--- config.mk ---
export PLATFORM = sky130hd
export DESIGN_NAME = rmbd_min
export DESIGN_NICKNAME = d
export VERILOG_FILES = /design/src/rmbd_min.sv
export SDC_FILE = /design/constraint.sdc
export NUM_CORES = 1
export LEC_CHECK = 0
export CORE_UTILIZATION = 70
export DETAILED_ROUTE_END_ITERATION = 16
export DONT_BUFFER_PORTS = 1
export PLACE_DENSITY = 0.86
export SLEW_MARGIN = 20
export SYNTH_ARGS = -nofsm -noshare
export SYNTH_HDL_FRONTEND = slang
export SYNTH_SLANG_ARGS = --single-unit
--- constraint.sdc ---
create_clock -name aclk -period 4 [get_ports aclk]
set_clock_uncertainty 0.05 [all_clocks]
set_input_delay 0.8 -clock aclk [delete_from_list [all_inputs] [get_ports aclk]]
set_output_delay 0.8 -clock aclk [all_outputs]
set_load 0.02 [all_outputs]
--- src/rmbd_min.sv ---
// Shared signed-minimum accumulator used by both scans.
// Clear loads the largest value; each enabled cycle folds in one word.
// No dependencies.
module rmbd_min #(
    parameter int VALUE_WIDTH = 32
) (
    input  logic                          aclk,
    input  logic                          clear,
    input  logic                          en,
    input  logic signed [VALUE_WIDTH-1:0] din,
    output logic signed [VALUE_WIDTH-1:0] acc
);

    localparam logic signed [VALUE_WIDTH-1:0] LARGEST = {1'b0, {(VALUE_WIDTH-1){1'b1}}};

    logic signed [VALUE_WIDTH-1:0] acc_reg;

    always_ff @(posedge aclk) begin
        if (clear) begin
            acc_reg <= LARGEST;
        end else if (en && (din < acc_reg)) begin
            acc_reg <= din;
        end
    end

    assign acc = acc_reg;

endmodule

==> qor.txt <==
run status = finished, final reports clean
ys flop type = dfxtp_1
Hold Buf Count CTS = 0
P&R area growth vs syn = -5.92%
Max Cap Viol = 0
n_diodes = 0
maximum clock rate = 0.308 GHz
startpoint types = register
CTS tree = built
global-route wire length before repair = 14.7 mm
Syn Nets = 584
hold path depth = 1
DIE AREA = 5700 um^2
worst-margin pin slew = 0.976 ns
Cells after Synth = 518
fin area = 3560 um^2
Final Cycle Share = 0.813
reg2reg path depth = 9
Tot GR Track Use = 0.326
sequential element share of the synthesized area = 0.169
clock sinks = 32
DRT Wirelength = 9.12 mm
maximum vdd ir drop = 288 uV
clk_lat worst skew = 0.29 ns
Final ANT Viol Nets = 0
pins over their slew limit = 0
HP Class = in -> reg
Leak = 1.41 nW
crit end category = register
# port buffers = 0
total I/O pin count = 67
Overflow after GRT = 0
Initial DRC Count = 281
layout cells sized above 1 = 0.0954
post-CTS resize count = 0
# setup viols final = 0
critical path peak fanout = 44
post-synthesis sequential element count = 32
Post-synth EDFFs = 0
clk buf depth = 2
Distinct cells, synth = 46
post-route minimum period = 3.25 ns
# Post-CTS Setup Buffers = 0
wire per inst = 16.5 um
PwrDens = 365 nW/um^2
unrepaired setup endpoints after global routing = no
core box area = 5140 um^2
Rel. slew slack = 0.349
H-tree levels = 2
clk root buf = clkbuf_8
Chip Height = 75.5 um
asr flop ratio synth = 0
# rows = 26
Fillers = 461
first drt pass iteration count = 4
number of CTS-inserted buffers = 5
max reg flops = 32
Total Power = 0.00130 W
Hold Violations, Final = 0
via/cell ratio = 6.75
largest net degree at the start of global routing = 161
DRC viols = 0
Final GP Congestion = 0.799
Syn. warnings = 0
synthesized area = 3780 um^2
fin nets = 548
Starting Density = 0.736
crit path kind = reg -> reg
vias in the first global route = 3418
area post-placement = 3480 um^2
critical path data required time = 4.19 ns
WP data arrival = 3.44 ns
overall via count from detail_route = 3726
post-route setup TNS = 0 ns
Die X-Extent = 75.5 um
Avg Synthesized Cell Area = 7.30 um^2
clk slew on worst S/H paths = 0.07 ns
DP Wirelength = 5.88 mm
Fin Hold WS = 0.576 ns
initial antenna violation count = 0
cell families after synthesis:
kind of cell,after synthesis,synth area share
AO/OA/AOI/OAI,150,0.283
adder cells (fa/ha/maj),31,0.103
buffers and inverters,85,0.162
flip-flops,32,0.169
AND/OR/NAND/NOR,220,0.283
placed cells by master, fill, tap and decap left out, types with 7 or more instances in the layout:
master    count
buf_4         7
nor2_1       66
nor3_1       32
or3_1        11
a21oi_1      44
dfxtp_1      32
or3_2        20
inv_1        33
a311oi_1     30
ha_1         30
nand2_1      73
o22ai_1      31
o31a_1       31
per-stage QoR:
stage	setup slack, ns	cells	util
after floorplan	1.17	518	-
after global placement	0.737	545	0.677
after detailed placement	0.546	545	0.677
after CTS	0.750	552	0.692
after global routing	0.565	552	0.692
final	0.749	552	0.692
final timing paths:
path,slack [ns],from,endpoint
min,0.58,en,acc[31]
min reg2reg,0.63,acc[31],acc[31]
max reg2reg,0.75,acc[1],acc[29]
max,0.75,acc[1],acc[29]
per-layer routing:
layer	wire (um)	global-route usage	part of all wire	vias up
li1	-	-	-	1827
met1	3770	0.385	0.41	1757
met2	4520	0.568	0.50	123
met3	651	0.0767	0.071	19
met4	175	0.134	0.019	0
met5	0	0	0	-
cells in the mapped netlist (2+ instances only):
| master | n | area share |
|---|---|---|
| dlygate4sd3_1 | 4 | 0.011 |
| or3_2 | 20 | 0.040 |
| nand2_1 | 73 | 0.072 |
| ha_1 | 31 | 0.10 |
| nand4_1 | 3 | 0.0050 |
| a311oi_1 | 30 | 0.069 |
| bufbuf_8 | 4 | 0.020 |
| inv_1 | 33 | 0.033 |
| dfxtp_1 | 32 | 0.17 |
| o21ai_0 | 5 | 0.0066 |
| nor2_1 | 66 | 0.065 |
| a21oi_1 | 44 | 0.058 |
| clkbuf_1 | 15 | 0.015 |
| buf_6 | 7 | 0.021 |
| or3_1 | 11 | 0.018 |
| dlygate4sd1_1 | 5 | 0.012 |
| nand4_2 | 2 | 0.0066 |
| nor3_1 | 32 | 0.042 |
| buf_2 | 3 | 0.0040 |
| o22ai_1 | 31 | 0.051 |
| nor4_1 | 2 | 0.0033 |
| clkbuf_8 | 11 | 0.040 |
| o31a_1 | 31 | 0.072 |
power by group:
group	switching [W]	internal, W	total (W)
registers	0.000156	0.000380	0.000536
clock network	0.000122	0.000118	0.000240
logic	0.000311	0.000212	0.000523
total	0.000589	0.000710	0.00130
critical path, stage by stage (launching register included):
cell and delay (ns):
dfxtp_1 0.51, inv_1 0.08, ha_1 0.29, a2111oi_2 0.33, o311ai_1 0.23, a221oi_4 0.84
buf_12 0.32, o22ai_1 0.10, a311oi_1 0.25, o31a_1 0.19
final cells by class:
cell class	count	area [um^2]	share of cell area
multi-input cells	401	2540	0.713
flip-flops and latches	32	641	0.180
inverters	33	124	0.0348
repair buffers	9	92.6	0.0260
well taps	70	87.6	0.0246
clock buffers	6	72.6	0.0204
clock inverters	1	5.00	0.00141
Note: power is estimated with default switching activity, not from simulation.
