### config.mk
export PLATFORM = sky130hd
export DESIGN_NAME = rmbd_div
export DESIGN_NICKNAME = d
export VERILOG_FILES = /design/src/rmbd_pkg.sv /design/src/rmbd_div.sv
export SDC_FILE = /design/constraint.sdc
export NUM_CORES = 1
export LEC_CHECK = 0
export ABC_AREA = 1
export BUFFER_PORTS_ARGS = -buffer_cell sky130_fd_sc_hd__buf_2
export CAP_MARGIN = 5
export CORE_AREA = 2 2 39 41
export DETAILED_ROUTE_END_ITERATION = 6
export DIE_AREA = 0 0 41 43
export PLACE_DENSITY = 0.65
export SLEW_MARGIN = 20
export SYNTH_ARGS = -nofsm -noshare
export SYNTH_HDL_FRONTEND = slang
export SYNTH_SLANG_ARGS = --single-unit
export TNS_END_PERCENT = 30
### constraint.sdc
create_clock -name aclk -period 0.8 [get_ports aclk]
set_input_delay 0.24 -clock aclk [delete_from_list [all_inputs] [get_ports aclk]]
set_output_delay 0.24 -clock aclk [all_outputs]
set_load 0.005 [all_outputs]
### src/rmbd_pkg.sv
// Shared constants for the range-minimum block decomposition.
// Field widths, register reset value, default sizes and command codes.
// No dependencies.
package rmbd_pkg;

    localparam int POS_W       = 10;
    localparam int CNT_W       = 11;
    localparam int DEPTH_DEF   = 1024;
    localparam int BLOCK_DEF   = 32;
    localparam int VALUE_W_DEF = 32;

    localparam logic [CNT_W-1:0] COUNT_RESET = 11'd1024;

    localparam logic CMD_WRITE = 1'b0;
    localparam logic CMD_QUERY = 1'b1;

endpackage

### src/rmbd_div.sv
// Position divided by the constant block length, by reciprocal multiplication.
// Quotient and remainder are registered; done is registered from start and follows it in the next cycle.
// Depends on rmbd_pkg.
module rmbd_div #(
    parameter int BLOCK = rmbd_pkg::BLOCK_DEF
) (
    input  logic                          aclk,
    input  logic                          aresetn,
    input  logic                          start,
    input  logic [rmbd_pkg::POS_W-1:0]    dividend,
    output logic                          done,
    output logic [rmbd_pkg::POS_W-1:0]    quotient,
    output logic [$clog2(BLOCK)-1:0]      remainder
);
    import rmbd_pkg::*;

    localparam int R_W    = $clog2(BLOCK);
    localparam int SHIFT  = POS_W + R_W;
    localparam int MUL_W  = POS_W + 2;
    localparam int PROD_W = SHIFT + POS_W;
    localparam logic [MUL_W-1:0] RECIP = MUL_W'(((1 << SHIFT) + BLOCK - 1) / BLOCK);

    logic [PROD_W-1:0] prod;
    logic [POS_W-1:0]  quo;
    logic [POS_W-1:0]  back;
    logic [R_W-1:0]    rem;
    logic [POS_W-1:0]  quo_reg;
    logic [R_W-1:0]    rem_reg;
    logic              done_reg;

    assign prod = PROD_W'(dividend) * PROD_W'(RECIP);
    assign quo  = prod[SHIFT +: POS_W];
    assign back = POS_W'(quo * BLOCK);
    assign rem  = R_W'(dividend - back);

    always_ff @(posedge aclk) begin
        if (!aresetn) begin
            done_reg <= 1'b0;
        end else begin
            done_reg <= start;
        end
    end

    always_ff @(posedge aclk) begin
        if (start) begin
            quo_reg <= quo;
            rem_reg <= rem;
        end
    end

    assign done      = done_reg;
    assign quotient  = quo_reg;
    assign remainder = rem_reg;

endmodule

==> metrics.md <==
| Metric | Value |
|---|---|
| Maximum clock rate | 988.6 MHz |
| Port Buf Inserts | 23 |
| Fillers | 139 |
| First-pass GRT wire length | 890 um |
| Buffers & Inverters on Critical Path | 1 |
| Cell count after synthesis | 19 |
| Die Ht | 43 um |
| Wire per inst | 10.57 um |
| Tmin final | 1.012 ns |
| Commonest cells post-synth | edfxtp_1, buf_4 |
| CP required | 0.56 ns |
| Final WS setup | -0.2115 ns |
| Crit. Startpoint | remainder[4]$_DFFE_PP_ |
| Vias in the first global route | 183 |
| Register area share after synthesis | 0.8678 |
| TritonCTS clock tree | yes |
| Crit path max-delay cell type | edfxtp_1 |
| DRT antenna net count | 0 |
| Clk buf depth | 2 |
| Critical Path End | remainder[4] |
| Multi-input logic area | 22.52 um^2 |
| CP top delay family | flip-flops |
| Total power draw | 1.136 mW |
| Synth area leader | edfxtp_1 |
| Avg Cell Area, Syn | 19.43 um^2 |
| Cell Chain, Critical Path | buf_2 |
| Most used flip-flop cell after synthesis | edfxtp_1 |
| EDFF count, synth | 10 |
| CTS clk-pin slew, worst paths | 0.06 ns |
| Number of remaining DRC errors | 0 |
| Area growth from synthesis to layout | 37.63% |
| Post-synthesis async set-or-reset flop share | 0 |
| Post-CTS Hold Buffers | 0 |
| Arr. time, crit path | 0.77 ns |
| Final nets | 59 |
| CP Class | reg -> out |
| Die width | 41 um |
| Register Area | 320.3 um^2 |
| PostCTS Resize Cnt | 0 |
| Hold Fails Final Rpt | 0 |
| Slew Viols, Final | 0 |
| Site Rows | 14 |
| Starting Density | 0.2667 |
| Antenna diode instance count | 0 |
| Hold depth | 1 |
| Levels on crit path | 1 |
| Top cells by area, synth | edfxtp_1, buf_4, dfxtp_1, conb_1, inv_1 |
| CTS root buf | clkbuf_4 |
| Sink Count | 11 |
| Max-cap violations | 0 |
| Worst setup EP type | output pin |
| Post-CTS setup buffer count | 0 |
| TritonRoute pass-1 iters | 2 |
| P per Cell Area | 2235 nW/um^2 |
| Gpl congestion | 0.6630 |
| Core region area | 1384 um^2 |
| H-tree depth | 1 |
| Failing checks | negative setup slack |
| Pin count of the biggest net entering global routing | 12 |
| Top-area cell type share of the netlist area | 0.8136 |
| Register bit count reported by yosys | 11 |
| Initial antenna violation count | 0 |
| Most frequent cell after synthesis | edfxtp_1 |
| Tot GR Track Use | 0.08495 |
| Total Wirelength | 645 um |
| Min-delay worst type | in -> reg |
| RSZ-0062 raised after global routing | yes |
| Share of cells above drive strength 1 | 0.5778 |
| Iteration-0 DRC Markers | 4 |
| Max stage delay on crit path | 0.38 ns |
| Average via count per standard cell | 3.852 |
| Syn Std Cell Area | 369.1 um^2 |
| Hold Slack | 0.1529 ns |
| Maximum vdd drop | 834.3 uV |
| Die area | 1763 um^2 |
| Number of buffers created by CTS | 3 |
| Tcrit/Tclk final | 1.264 |
| Ports | 29 |
| LEAKAGE | 0.2387 nW |
| Final setup vio count | 11 |
| Status | complete, but fails checks |
| Via count | 235 |
| Warnings from Yosys | 0 |
| Yosys cell types | 6 |
| GRT Residual Overflow | 0 |
| Type of origin of the critical path | flop |
| CP max FO | 1 |
## logic make-up after synthesis
logic type    after synthesis  share of synthesized area
buf+inv                     6                     0.1119
simple gates                1                    0.01016
flops                      11                     0.8678
other cells                 1                    0.01016
## metrics by stage
stage | setup TNS (ns) | instance area, um^2 | instances | util | setup slack [ns]
final | -2.002 | 508.0 | 61 | 0.3671 | -0.2115
after global routing | -2.616 | 508.0 | 61 | 0.3671 | -0.2632
after CTS | -2.219 | 508.0 | 61 | 0.3671 | -0.2409
after detailed placement | -0.02711 | 481.7 | 57 | 0.3481 | -0.002980
after global placement | 0 | 481.7 | 57 | 0.3481 | 0.01942
after floorplan | 0 | 384.1 | 23 | - | 0.2047
## final cells by class
type,instances,share of cell area
well taps,16,0.03941
flip-flops and latches,11,0.6305
inverters,1,0.007389
clock buffers,4,0.05172
repair buffers,23,0.2266
multi-input cells,6,0.04433
## how the worst min path moves through the flow
stage	slack [ns]	startpoint	to
6_report	0.15	dividend[0]	remainder[0]$_DFFE_PP_
3_5_place_dp	0.42	dividend[2]	remainder[2]$_DFFE_PP_
5_1_grt	0.13	dividend[2]	remainder[2]$_DFFE_PP_
3_3_place_gp	0.42	dividend[4]	remainder[4]$_DFFE_PP_
2_1_floorplan	0.33	start	done$_SDFF_PN0_
4_1_cts	0.14	dividend[0]	remainder[0]$_DFFE_PP_
## repair_timing
action	in CTS	in global routing
hold endpoints to repair	0	0
setup endpoints to repair	11	11
gates cloned	0	0
## metal layers
metal  routed length, um  vias up  global-route usage
li1                    -      108                   -
met2                 283       24              0.1031
met1                 245      103             0.09932
met3                 116        0             0.06283
met4                   0        0             0.06000
met5                   0        -                   0
## report_power, final
group          total [mW]  internal (mW)  switching, mW
registers           0.685          0.675        0.00992
logic              0.0910         0.0476         0.0433
clock network       0.360          0.193          0.168
total                1.14          0.915          0.221
## cell usage in the layout, fill, tap and decap left out, drive strengths merged
master | Yosys | final
nand2 | 1 | 1
buf | 5 | 23
clkbuf | 0 | 4
inv | 1 | 1
conb | 1 | 5
dfxtp | 1 | 1
edfxtp | 10 | 10
(Power assumes the default switching activity.)
